$ cat src/hw/rtl/drc_pkg.sv
// shared types and constants for the dense rank coalescing block
package drc_pkg;

  localparam int unsigned VAL_W  = 32;
  localparam int unsigned RANK_W = 6;
  localparam int unsigned CNT_W  = 7;
  localparam int unsigned GRP    = 8;
  localparam int unsigned GSUM_W = 4;

  typedef struct packed {
    logic shift;
    logic clear;
  } cell_ctrl_t;

endpackage

$ cat src/hw/rtl/drc_cell.sv
// one cell of the distinct value chain: holds a value, matches and orders a probe
module drc_cell (
  input  logic                               clk_i,
  input  logic                               rst_ni,
  input  drc_pkg::cell_ctrl_t                ctrl_i,
  input  logic signed [drc_pkg::VAL_W-1:0]   left_val_i,
  input  logic                               left_vld_i,
  input  logic signed [drc_pkg::VAL_W-1:0]   probe_i,
  output logic signed [drc_pkg::VAL_W-1:0]   val_o,
  output logic                               vld_o,
  output logic                               eq_o,
  output logic                               lt_o
);

  logic signed [drc_pkg::VAL_W-1:0] val_q;
  logic                             vld_q;

  always_ff @(posedge clk_i or negedge rst_ni) begin
    if (!rst_ni) begin
      vld_q <= 1'b0;
    end else if (ctrl_i.clear) begin
      vld_q <= 1'b0;
    end else if (ctrl_i.shift) begin
      vld_q <= left_vld_i;
    end
  end

  always_ff @(posedge clk_i) begin
    if (ctrl_i.shift) begin
      val_q <= left_val_i;
    end
  end

  assign val_o = val_q;
  assign vld_o = vld_q;
  assign eq_o  = vld_q && (val_q == probe_i);
  assign lt_o  = vld_q && (val_q < probe_i);

endmodule

$ cat config.mk
export PLATFORM = sky130hd
export DESIGN_NAME = drc_cell
export DESIGN_NICKNAME = d
export VERILOG_FILES = /design/src/hw/rtl/drc_pkg.sv /design/src/hw/rtl/drc_cell.sv
export SDC_FILE = /design/constraint.sdc
export NUM_CORES = 1
export LEC_CHECK = 0
export BUFFER_PORTS_ARGS = -buffer_cell sky130_fd_sc_hd__buf_2
export CORE_ASPECT_RATIO = 0.6
export CORE_MARGIN = 10
export CORE_UTILIZATION = 44
export CTS_CLUSTER_DIAMETER = 40
export DETAILED_ROUTE_END_ITERATION = 7
export MAX_ROUTING_LAYER = met4
export PLACE_DENSITY = 0.87
export SLEW_MARGIN = 20
export SYNTH_ARGS = -nofsm -noshare
export SYNTH_HDL_FRONTEND = slang
export SYNTH_SLANG_ARGS = --single-unit
$ cat constraint.sdc
create_clock -name clk_i -period 1.9 [get_ports clk_i]
set_input_delay 0.19 -clock clk_i [delete_from_list [all_inputs] [get_ports clk_i]]
set_output_delay 0.19 -clock clk_i [all_outputs]
set_load 0.02 [all_outputs]
==> impl_results.md <==
- Worst r2r dst: vld_o$_DFFE_PN0P_
- Total instance count after detailed placement: 323
- Power per cell area: 729 nW/um^2
- Worst flop-to-flop path startpoint: vld_o$_DFFE_PN0P_
- Detailed-route DRC error count: 0
- Data arrival time of the worst path: 2190 ps
- Leakage: 1.40 nW
- Fraction of synthesized area in multiplexers: 0.0108
- Final setup violation count: 2
- Residual antenna-violating net count after detailed routing: 0
- First-pass detailed-route iteration total: 4
- First DRT Iteration DRCs: 42
- Main combinational cell family by area after synthesis: adder cells
- Total number of placement rows: 18
- Chain of cells forming the critical path: ha_1 -> nand4_1 -> nor4_2 -> o21ai_1 -> a31oi_1 -> mux2i_2 -> buf_4
- Placed wire-length estimate after detailed placement: 4240 um
- Start point of the worst min-delay path: ctrl_i[0]
- Vias per cell: 4.47
- Top achievable clock speed: 0.421 GHz
- Global-route wire length before repair: 7620 um
- Warning count from the yosys run: 0
- Highest Signal Layer: met4
- Syn Std Cell Area: 1850 um^2
- Status: finished with violations
- Critical-path maximum fanout: 2
- Initial standard-cell utilization of the core: 0.453
- Post-route clock skew: 0 ps
- Root buffer cell: clkbuf_8
- Wire length on met1: 2340 um
- Reg2reg setup slack: 1110 ps
- Synth Area in Simple Gates: 0.0840
- Port-buffer cells: 103
- TritonCTS Sinks: 33
- Number of instances in the synthesized netlist: 150
- Total die area: 7270 um^2
- Max-slew headroom: 0.717
- Met3 routed wirelength: 357 um
- Synthesized net count: 251
- Nets: 374
- GRT Total Usage: 0.133
- Slew at the pin with the worst max-slew slack: 424 ps
- CTS tree: yes
- HP Class: input pin to flop
- Area after DPL: 2530 um^2
- Floorplan die width: 104 um
- Critical path buffer and inverter count: 1
- Final Wtd Congestion: 0.835
- Post-route design area: 2720 um^2
- Failing checks: setup timing
- Final count of pins violating max slew: 0
- Worst skew pair latency: 270 ps
- Largest net degree at the start of global routing: 34
- Max-cap violations: 0
- Final period demand of the worst path: 2380 ps
- Clock input transition at the sequential cells of the worst setup and hold paths: 70 ps
- Deepest clock path buffer count: 2
- Number of buffers created by CTS: 5
- Compound-Gate Fraction of Synth Area: 0.0894
- Vertical extent of the die: 70.2 um
- Wire length after detailed routing: 4970 um
- Floorplan core area: 4080 um^2
- Setup repair after global routing missed its margin: yes
- Post-route worst setup slack: -477 ps
- Setup CP Type: flop to primary output
- Antenna violations before repair: 1
- Fin cells: 335
- Type of destination of the critical path: primary output
- Largest incremental delay on the critical path: 400 ps
- Met2 wirelength from detailed routing: 2210 um
- Xor and xnor fraction of the mapped netlist area: 0
- Number of cells on the worst reg-to-reg path: 2
- Via count of the first global-routing pass: 1,590
- Sequential-to-total area share from yosys stat: 0.534
- Maximum vdd ir drop: 0.000559 V
- Number of storage elements in the synthesis netlist: 33
- Total overflow reported by the global router: 0
- DR vias: 1,498
- Cell family with the largest share of critical-path delay: simple AND/OR/NAND/NOR gates
- Ratio of final minimum period to clock period: 1.25
- Avg Inst Size Synth: 12.3 um^2
- Final hold viol count: 0
- Post-placement setup slack: -234 ps
- Adder-cell share of the synthesized area: 0.217
- Top-level port count: 104
- Worst-path cell with the longest stage delay: edfxtp_1
- Cells on Worst Hold Path: 2
- Count of distinct cell types in the synthesized netlist: 26
- Nature of the critical path startpoint: flop
- Layout cell share with drive strength beyond 1: 0.478
- Area overhead of the layout relative to synthesis: 47.2%
- Maximum level of the CTS H-tree: 2
- Final Util: 0.667
- Detail-routed net length per standard cell: 14.8 um
- Worst hold endpoint: vld_o$_DFFE_PN0P_
- Required time reported for the critical path endpoint: 1710 ps
==> final cells by class <==
| class | count | area, um^2 |
|---|---|---|
| Antenna cell | 1 | 2.50 |
| Timing Repair Buffer | 116 | 624 |
| Clock buffer | 6 | 72.6 |
| Fill cell | 332 | 1360 |
| Multi-Input combinational cell | 85 | 803 |
| Clock inverter | 2 | 33.8 |
| Inverter | 32 | 120 |
| Sequential cell | 33 | 986 |
| Tap cell | 60 | 75.1 |
==> power by group <==
group | switching (mW) | internal, mW
Sequential | 0.0343 | 0.864
Combinational | 0.244 | 0.210
Clock | 0.240 | 0.387
Total | 0.519 | 1.46
==> metal layers <==
metal  vias up  GRT usage
li1        789          -
met1       645      0.153
met2        60      0.209
met3         4     0.0559
met4         0     0.0358
met5         -          -
==> registers in the layout, indices dropped and copies added (netlist names) <==
register and count:
vld_o 1, val_o 32
==> timing repair <==
action                     in CTS  in global routing
gates resized for setup         5                  2
hold endpoints to repair        1                  0
setup endpoints to repair       2                  2
pin swaps                       6                  4
hold buffers                    1                  0
buffers inserted                1                  2
==> through the flow <==
step | hold slack [ps] | total power, mW | TNS (ps)
4_1_cts | 59.0 | 1.99 | -833
3_5_place_dp | -27.9 | 1.35 | -260
6_report | 66.5 | 1.98 | -754
2_1_floorplan | -106 | 1.14 | -166
3_3_place_gp | -34.7 | 1.33 | -169
5_1_grt | 69.5 | 2.10 | -991
==> cell usage after synthesis <==
library cell	number	share of area
inv_1	32	0.065
nor2b_1	2	0.0068
o21ai_0	2	0.0054
nor4b_2	1	0.0081
a21oi_1	11	0.030
o211a_1	1	0.0054
o21ai_1	4	0.011
a21o_1	2	0.0081
nor2_1	2	0.0041
nand2b_1	1	0.0034
dfrtp_1	1	0.014
mux2i_1	2	0.011
a21boi_0	1	0.0041
nand4_2	1	0.0068
nor4_2	1	0.0068
nand4_1	4	0.014
ha_1	32	0.22
o31ai_1	1	0.0041
a211oi_1	3	0.012
o21bai_2	1	0.0061
and4_1	3	0.014
edfxtp_1	32	0.52
nand3_1	1	0.0027
a31oi_1	1	0.0034
nand2_1	7	0.014
nor2_2	1	0.0034
==> logic make-up (layout without fill, tap and decap cells) <==
family                   Yosys count  count (layout)
adder cells (fa/ha/maj)           32              32
AND/OR/NAND/NOR                   24              24
multiplexers                       2               2
flip-flops                        33              33
buffers and inverters             32             156
other                              0               1
AO/OA/AOI/OAI                     27              27
==> layout by cell type, fill, tap and decap left out, types with 2 or more instances in the layout <==
| cell | Yosys | routed |
|---|---|---|
| o21ai_1 | 4 | 4 |
| a21oi_1 | 11 | 11 |
| a21o_1 | 2 | 2 |
| clkbuf_8 | 0 | 5 |
| ha_4 | 0 | 4 |
| nand4_1 | 4 | 4 |
| nor2b_1 | 2 | 2 |
| a211oi_1 | 3 | 3 |
| nand2_1 | 7 | 7 |
| o21ai_0 | 2 | 2 |
| buf_4 | 0 | 13 |
| inv_1 | 32 | 32 |
| nor2_1 | 2 | 2 |
| ha_1 | 32 | 28 |
| and4_1 | 3 | 3 |
| buf_2 | 0 | 101 |
| edfxtp_1 | 32 | 32 |
==> worst max path at each step <==
stage | slack [ps] | cells after the start | to | from
6_report | -480 | 7 | lt_o | val_o[9]$_DFFE_PP_
5_1_grt | -640 | 7 | lt_o | val_o[9]$_DFFE_PP_
4_1_cts | -520 | 7 | lt_o | val_o[9]$_DFFE_PP_
3_5_place_dp | -230 | 7 | lt_o | val_o[13]$_DFFE_PP_
3_3_place_gp | -150 | 7 | lt_o | val_o[29]$_DFFE_PP_
2_1_floorplan | -170 | 6 | lt_o | val_o[15]$_DFFE_PP_
Note: power is estimated with default switching activity, not from simulation.
