**config.mk**
```make
export PLATFORM = sky130hd
export DESIGN_NAME = drc_count
export DESIGN_NICKNAME = d
export VERILOG_FILES = /design/src/hw/rtl/drc_pkg.sv /design/src/hw/rtl/drc_count.sv
export SDC_FILE = /design/constraint.sdc
export NUM_CORES = 1
export LEC_CHECK = 0
export ABC_AREA = 1
export BUFFER_PORTS_ARGS = -buffer_cell sky130_fd_sc_hd__buf_2
export CAP_MARGIN = 20
export CORE_UTILIZATION = 60
export CTS_CLUSTER_DIAMETER = 80
export DETAILED_ROUTE_END_ITERATION = 12
export PLACE_DENSITY = 0.88
export RECOVER_POWER = 25
export SYNTH_ARGS = -nofsm -noshare
export SYNTH_HDL_FRONTEND = slang
export SYNTH_SLANG_ARGS = --single-unit
```
**constraint.sdc**
```tcl
create_clock -name clk_i -period 7.3 [get_ports clk_i]
set_input_delay 1.46 -clock clk_i [delete_from_list [all_inputs] [get_ports clk_i]]
set_output_delay 1.46 -clock clk_i [all_outputs]
set_load 0.01 [all_outputs]
```
**src/hw/rtl/drc_pkg.sv**
```systemverilog
// shared types and constants for the dense rank coalescing block
package drc_pkg;

  localparam int unsigned VAL_W  = 32;
  localparam int unsigned RANK_W = 6;
  localparam int unsigned CNT_W  = 7;
  localparam int unsigned GRP    = 8;
  localparam int unsigned GSUM_W = 4;

  typedef struct packed {
    logic shift;
    logic clear;
  } cell_ctrl_t;

endpackage

```
**src/hw/rtl/drc_count.sv**
```systemverilog
// two stage registered count of the cells that hold a smaller value
module drc_count #(
  parameter int unsigned N = 64
) (
  input  logic                        clk_i,
  input  logic                        rst_ni,
  input  logic                        en_i,
  input  logic                        vld_i,
  input  logic                        fin_i,
  input  logic [N-1:0]                lt_i,
  output logic                        vld_o,
  output logic                        fin_o,
  output logic [drc_pkg::CNT_W-1:0]   sum_o
);

  localparam int unsigned NGRP  = (N + drc_pkg::GRP - 1) / drc_pkg::GRP;
  localparam int unsigned PAD_W = NGRP * drc_pkg::GRP;

  logic [PAD_W-1:0]                lt_pad;
  logic [drc_pkg::GSUM_W-1:0]      gsum_d [NGRP];
  logic [drc_pkg::GSUM_W-1:0]      gsum_q [NGRP];
  logic                            gvld_q, gfin_q;
  logic [drc_pkg::CNT_W-1:0]       sum_d, sum_q;
  logic                            svld_q, sfin_q;

  assign lt_pad = PAD_W'(lt_i);

  always_comb begin
    logic [drc_pkg::GSUM_W-1:0] acc;
    for (int unsigned g = 0; g < NGRP; g++) begin
      acc = '0;
      for (int unsigned j = 0; j < drc_pkg::GRP; j++) begin
        acc = acc + drc_pkg::GSUM_W'(lt_pad[g*drc_pkg::GRP + j]);
      end
      gsum_d[g] = acc;
    end
  end

  always_comb begin
    sum_d = '0;
    for (int unsigned g = 0; g < NGRP; g++) begin
      sum_d = sum_d + drc_pkg::CNT_W'(gsum_q[g]);
    end
  end

  always_ff @(posedge clk_i or negedge rst_ni) begin
    if (!rst_ni) begin
      gvld_q <= 1'b0;
      gfin_q <= 1'b0;
      svld_q <= 1'b0;
      sfin_q <= 1'b0;
    end else if (en_i) begin
      gvld_q <= vld_i;
      gfin_q <= fin_i;
      svld_q <= gvld_q;
      sfin_q <= gfin_q;
    end
  end

  always_ff @(posedge clk_i) begin
    if (en_i) begin
      gsum_q <= gsum_d;
      sum_q  <= sum_d;
    end
  end

  assign vld_o = svld_q;
  assign fin_o = sfin_q;
  assign sum_o = sum_q;

endmodule

```
==> metrics.md, run 1 <==
| Metric | Value |
|---|---|
| Status | finished with violations |
| Failing checks | max-capacitance violations, max-slew violations |
| Routed WL per cell | 11.4 microns |
| Max Root-Sink Buffers | 2 |
| CP bufs+invs | 3 |
| Syn_area_per_cell | 11.4 sq um |
| Largest net degree at the start of global routing | 48 |
| Post-CTS setup buffer count | 0 |
| H-tree levels | 2 |
| Clock sink count | 43 |
| Gp weighted congestion | 0.756 |
| Worst skew pair latency | 300 ps |
| Core ar. | 5570 sq um |
| Worst Hold Class | flop to flop |
| Die Ht | roughly 80 microns |
| Post_cts resized | 0 |
| Slew HR | -53.1% |
| FP Rows | 27 |
| CP cell instances | buf_2 > fa_1 > inv_1 > fa_1 > fa_1 > inv_1 > ha_1 > fa_1 > xor2_1 |
| Setup TNS | 0 ps |
| Async set or reset register ratio after synthesis | 9.30% |
| Crit-path max FO | 2 |
| Period utilization | 52.7% |
| Mapped cell area | 3500 sq um |
| Final Skew | 3.81 ps |
| Register area share after synthesis | 36.3% |
| Post-DRT Antenna Nets | 0 |
| Drt first pass iters | 4 |
| Crit path max-delay cell type | fa_1 |
| Cts bufs inserted | 5 |
| Die extent in x | ~78 microns |
| RSZ-0062 raised after global routing | false |
| Number of port buffers | 77 |
| Starting density of the core | approximately 63% |
| Drt via density | ~4.6 |
| FF+latch count, synth | between 40 and 50 |
| Syn-to-layout area delta | 15.4% |
| Hold_ws | 528 ps |
| Total wire length | 5.28 mm |
| Ant diodes | 0 |
| Post-synth net total | 463 |
| Clock-pin slew on the worst setup and hold paths | roughly 70 ps |
| Num ports | 78 |
| 1st-iter DRT viols | 58 |
| Final Setup Violations | 0 |
| Layout cells sized above 1 | 18.4% |
| Worst vdd ir | 425 uV |
| Highest clock rate | 0.260 GHz |
| Crit path launch type | input pin |
| Top post-synthesis cells by count | inv_1 (126), fa_1 (55), edfxtp_1 (39), ha_1 (31), nand2_1 (23) |
| Critical path class | input pin to flop |
| DRC violations left | 0 |
| Die ar. | 6140 sq um |
| Yosys warns | 0 |
| Root buf cell | clkbuf_8 |
| Leak | 2.20 nW |
| Crit-path max cell delay | 540 ps |
| GRT Total Usage | 19.4% |
| Post-DP HPWL | ~4.6 mm |
| Fin. max-slew vios | 48 |
| Critical path endpoint category | flop |
| Via count | between 2000 and 2500 |
| Vias in the first global route | 2312 |
| Ys flop type | edfxtp_1 |
| Cell variety after synth | 12 |
| Critical path data arrival time | 3900 ps |
| Post-route minimum period | 3850 ps |
| Required time worst endpoint | approximately 7400 ps |
| Mapped Cells | just over 300 |
| Global route total overflow | 0 |
| Synth top area cells | edfxtp_1 (33%), fa_1 (31%), inv_1 (14%) |
| Layout Nets | 547 |
| Synth top area share | between 30% and 40% |
| Power Dens Cells | 464 nW/um^2 |
| Hold buffer count at CTS | 0 |
| Tightest Pin Transition | 2300 ps |
| Cell taking the most area after synthesis | edfxtp_1 |
| Max-Cap Viols | 1 |
| CTS tree | built |
| Most used cell, CP | fa_1 |
| Fin util | 72.5% |
| Global-route wire length before repair | 8.95 mm |
| Initial antenna violation count | 0 |
| EDFF count, synth | 39 |
| Final hold vios | 0 |
| Most numerous cell in the Yosys netlist | inv_1 |
| Kind of cell adding the most delay to the critical path | adder cells |
[worst paths after layout]
| check | from | to | slack [ps] | cells past startpoint |
|---|---|---|---|---|
| max | lt_i[32] | gsum_q[14] | 3450 | 9 |
| min | gvld_q | vld_o | 530 | 2 |
| max reg2reg | gsum_q[2] | sum_o[4] | 3680 | 12 |
| min reg2reg | gvld_q | vld_o | 530 | 2 |
| max in group asynchronous | rst_ni | gfin_q | 6140 | 1 |
| min in group asynchronous | rst_ni | vld_o | 980 | 1 |
[placed cells by master, fill, tap and decap left out]
cell type and instances:
inv_1 126, buf_2 66, fa_1 55, edfxtp_1 39, ha_1 31, nand2_1 23, nand3_1 11, clkbuf_1 11
xor2_1 7, clkbuf_8 5, a21oi_1 4, dfrtp_1 4, o21ai_0 3, nor2_1 3, xnor2_1 2, clkinv_1 1
clkinv_2 1
[routing by layer]
metal	track usage [%]	up-vias	wire, microns
met2	39.2	58	3000
li1	-	1058	-
met4	7.96	0	92
met5	0	-	0
met3	3.37	11	218
met1	19.1	1026	1980
[worst register-to-register path: cells and delay by family, from the launching register on]
kind | cells | cell delay (ps)
xor+xnor | 1 | 140
fa+ha+maj | 6 | 2620
buf+inv | 5 | 300
flops | 1 | 330
[flip-flops by register name (all words and copies together) (netlist names)]
| signal | flops |
|---|---|
| gfin_q | 1 |
| fin_o | 1 |
| gvld_q | 1 |
| sum_o | 7 |
| vld_o | 1 |
| gsum_q | 32 |
[power by group]
part           internal [mW]  switching, mW  total [mW]
Sequential             0.448         0.0207       0.468
Combinational          0.548          0.718        1.27
Clock                 0.0636         0.0744       0.138
[metrics by stage]
step	setup slack, ps	instance area, sq um	power, mW	instances
after floorplan	3370	3500	1.44	308
final	3450	4040	1.87	464
after global placement	3220	3980	1.64	457
after CTS	3460	4050	1.90	464
after global routing	3400	4040	2.09	464
after detailed placement	3140	3980	1.75	457
[cell type report]
class                      count  area (sq um)
clock buffer                   5          68.8
clock inverter                 2          8.76
fill                         411          1540
inverter                     126           473
multi-input combinational    139          1760
sequential                    43          1270
tap                           72          90.1
timing repair buffer          77           372
[logic make-up (layout without fill, tap and decap cells)]
| kind of cell | Yosys count | after routing | synth area share, % |
|---|---|---|---|
| buf+inv | 126 | 210 | 13.5 |
| fa+ha+maj | 86 | 86 | 42.5 |
| flops | 43 | 43 | 36.3 |
| simple gates | 37 | 37 | 4.36 |
| xor+xnor | 9 | 9 | 2.25 |
| compound gates | 7 | 7 | 1.00 |
(Power assumes the default switching activity.)
==> inputs of run 2 (changes only) <==
--- a/config.mk
+++ b/config.mk
@@ -8,10 +8,10 @@
 export ABC_AREA = 1
 export BUFFER_PORTS_ARGS = -buffer_cell sky130_fd_sc_hd__buf_2
 export CAP_MARGIN = 20
-export CORE_UTILIZATION = 60
+export CORE_UTILIZATION = 55
 export CTS_CLUSTER_DIAMETER = 80
 export DETAILED_ROUTE_END_ITERATION = 12
-export PLACE_DENSITY = 0.88
+export PLACE_DENSITY = 0.82
 export RECOVER_POWER = 25
 export SYNTH_ARGS = -nofsm -noshare
 export SYNTH_HDL_FRONTEND = slang
==> constraint.sdc (replaced) <==
create_clock -name clk_i -period 3.6 [get_ports clk_i]
set_input_delay 0.72 -clock clk_i [delete_from_list [all_inputs] [get_ports clk_i]]
set_output_delay 0.72 -clock clk_i [all_outputs]
set_load 0.01 [all_outputs]
==> run 2 against run 1 <==
The flow still finishes with violations (max-capacitance violations, max-slew violations); critical path depth rose by 3; sequential share of layout area fell by 0.43 points; wire length fell by 1.6%; sequential power rose by 100%; die area rose by 8.9%; worst setup slack got worse by 3400 ps; clock power rose to 2.8 times the previous value; cell count rose by 1.1%; global-route usage fell by 2.1 points; non-clock buffer count rose by 1; via count rose by 1.4%; critical endpoint is now sum_o[3].
==> metrics.md, run 2 (same netlist as run 1, synthesis figures left out) <==
| Metric | Value |
|---|---|
| Fin. max-slew vios | 48 (unchanged) |
| RR Endpoint | sum_o[3] |
| Top reg by flops | gsum_q |
| DR WL met2 | 2.88 mm (-3.8%) |
| Final Skew | 6.05 ps (+2.23 ps) |
| Status | finished with violations |
| Crit-path max FO | 3 (+1) |
| Die ar. | 6690 sq um (+8.9%) |
| Critical path data arrival time | 3590 ps (-310 ps) |
| Tightest Pin Transition | 2280 ps (-12.5 ps) |
| Syn-to-layout area delta | 17.0% |
| Largest net degree at the start of global routing | 48 (unchanged) |
| 1st-iter DRT viols | 61 (+5.2%) |
| GRT Total Usage | 17.3% (-2.1 points) |
| Non-Filler Instances | 469 (+1.1%) |
| Most common cell after layout, fill and taps aside | inv_1 |
| Post-route minimum period | roughly 3500 ps |
| Core ar. | 6030 sq um (+8.1%) |
| Reg-to-Reg Start | gsum_q[22] |
| Required time worst endpoint | 3660 ps (-3690 ps) |
| Post-DP HPWL | 4.50 mm (-2.4%) |
| Number of port buffers | 77 (unchanged) |
| Via count | 2183 (+1.4%) |
| Highest clock rate | 0.284 GHz |
| Total wire length | 5.20 mm (-1.6%) |
| Initial antenna violation count | 0 (unchanged) |
| Clock-pin slew on the worst setup and hold paths | 90 ps (+20 ps) |
| Slew HR | -52.3% (+0.83 points) |
| Top Metal Used | met4 |
| Root buf cell | clkbuf_8 |
| Num ports | 78 (unchanged) |
| FP Rows | 28 (+3.7%) |
| RSZ-0062 raised after global routing | true |
| Layout cells sized above 1 | 21.1% (+2.7 points) |
| Cts bufs inserted | 5 (unchanged) |
| Layout Nets | 548 (+0.18%) |
| Met1 Routed Length | 1.92 mm (-3.0%) |
| DP Worst Slack | -21.3 ps (-3160 ps) |
| Pwr Total | 4.09 mW (+120%) |
| Global-route wire length before repair | 8.43 mm (-5.8%) |
| Final Setup Violations | 0 (unchanged) |
| Final hold vios | 0 (unchanged) |
| Failing checks | max-capacitance violations, max-slew violations |
| Vias in the first global route | 2148 (-7.1%) |
| Global route total overflow | 0 (unchanged) |
| Worst Hold Class | input pin to async pin |
| Leak | 2.22 nW (+0.86%) |
| Max-Cap Viols | 1 (unchanged) |
| R2r setup slk | 70 ps (-3610 ps) |
| Die Ht | 81.8 microns (+4.3%) |
| Placed insts | 460 (+0.66%) |
| Fin worst setup slack | 74.3 ps (-3380 ps) |
| Ant diodes | 0 (unchanged) |
| Crit path to | sum_o[3] |
| Die extent in x | 81.8 microns (+4.3%) |
| R2R cell count | 12 (unchanged) |
| Drt first pass iters | 4 (unchanged) |
| Clock sink count | 43 (unchanged) |
| Crit path launch type | flop |
| Starting density of the core | 58.1% (-4.7 points) |
| Period utilization | around 98% |
| Post-DRT Antenna Nets | 0 (unchanged) |
| Gp weighted congestion | 0.775 (+2.6%) |
| Drt via density | 4.65 (+0.31%) |
| Fill cells | 441 (+7.3%) |
| CTS tree | built |
| H-tree levels | 2 (unchanged) |
| Critical path endpoint category | flop |
| Crit path launch | gsum_q[22] |
| DRC violations left | 0 (unchanged) |
| Worst skew pair latency | 300 ps (about the same) |
| Critical path class | flop to flop |
| Worst vdd ir | 1260 uV (+200%) |
| Hold buffer count at CTS | 0 (unchanged) |
| Max Root-Sink Buffers | 2 (unchanged) |
| Max reg flops | 32 (unchanged) |
| Commonest non-fill, non-tap cells in the layout | inv_1 (121), buf_2 (67), fa_1 (54), edfxtp_1 (39), ha_1 (30) |
| Power Dens Cells | 998 nW/um^2 (+120%) |
| Routed wl met3 | 254 microns (+17%) |
| Routed WL per cell | 11.1 microns (-2.7%) |
## run 2: report_power, final
part           leakage (nW)  internal, mW  switching, mW
clock                0.0587         0.210          0.170
sequential            0.427         0.908         0.0430
combinational          1.73          1.23           1.53
## run 2: final cells by class
cell class              instances  area [sq um]  share of cell area (%)
flip-flops and latches         43          1270                    31.0
inverters                     126           473                    11.5
well taps                      75          93.8                    2.29
multi-input cells             139          1760                    43.0
clock inverters                 3          47.5                    1.16
clock buffers                   5          68.8                    1.68
repair buffers                 78           380                    9.29
## run 2: repair_timing
| action | in CTS | in global routing |
|---|---|---|
| resized for setup | 1 | 6 |
| pin swaps | 0 | 8 |
| endpoints found under the setup margin | 1 | 4 |
| buffers inserted | 0 | 1 |
## run 2: per-layer routing
metal | global-route usage, % | vias to the layer above
met5 | 0 | -
met4 | 7.37 | 0
met3 | 4.00 | 13
met2 | 32.8 | 62
met1 | 18.0 | 1051
li1 | - | 1057
## run 2: worst max-delay path: stages, from the launching register on
cell      delay [ps]
edfxtp_1         350
inv_2             40
fa_1             560
inv_2             40
fa_1             480
fa_1             500
inv_2             40
fa_1             420
inv_1             70
ha_2             190
inv_2             40
fa_2             520
inv_2             30
## run 2: how the worst min path moves through the flow
stage,to,slack (ps),start
finish,fin_o,240,rst_ni
floorplan,fin_o,420,rst_ni
CTS,vld_o,210,rst_ni
global route,gvld_q,250,rst_ni
global placement,vld_o,490,gvld_q
detailed placement,vld_o,510,gvld_q
## run 2: metrics by stage
step	hold slack, ps	utilization, %	area (sq um)	TNS, ps
finish	237	68.0	4100	0
global route	246	68.0	4100	-42.3
CTS	207	68.0	4100	-30.3
detailed placement	512	66.0	3980	-21.3
global placement	493	66.0	3980	0
floorplan	424	-	3500	0
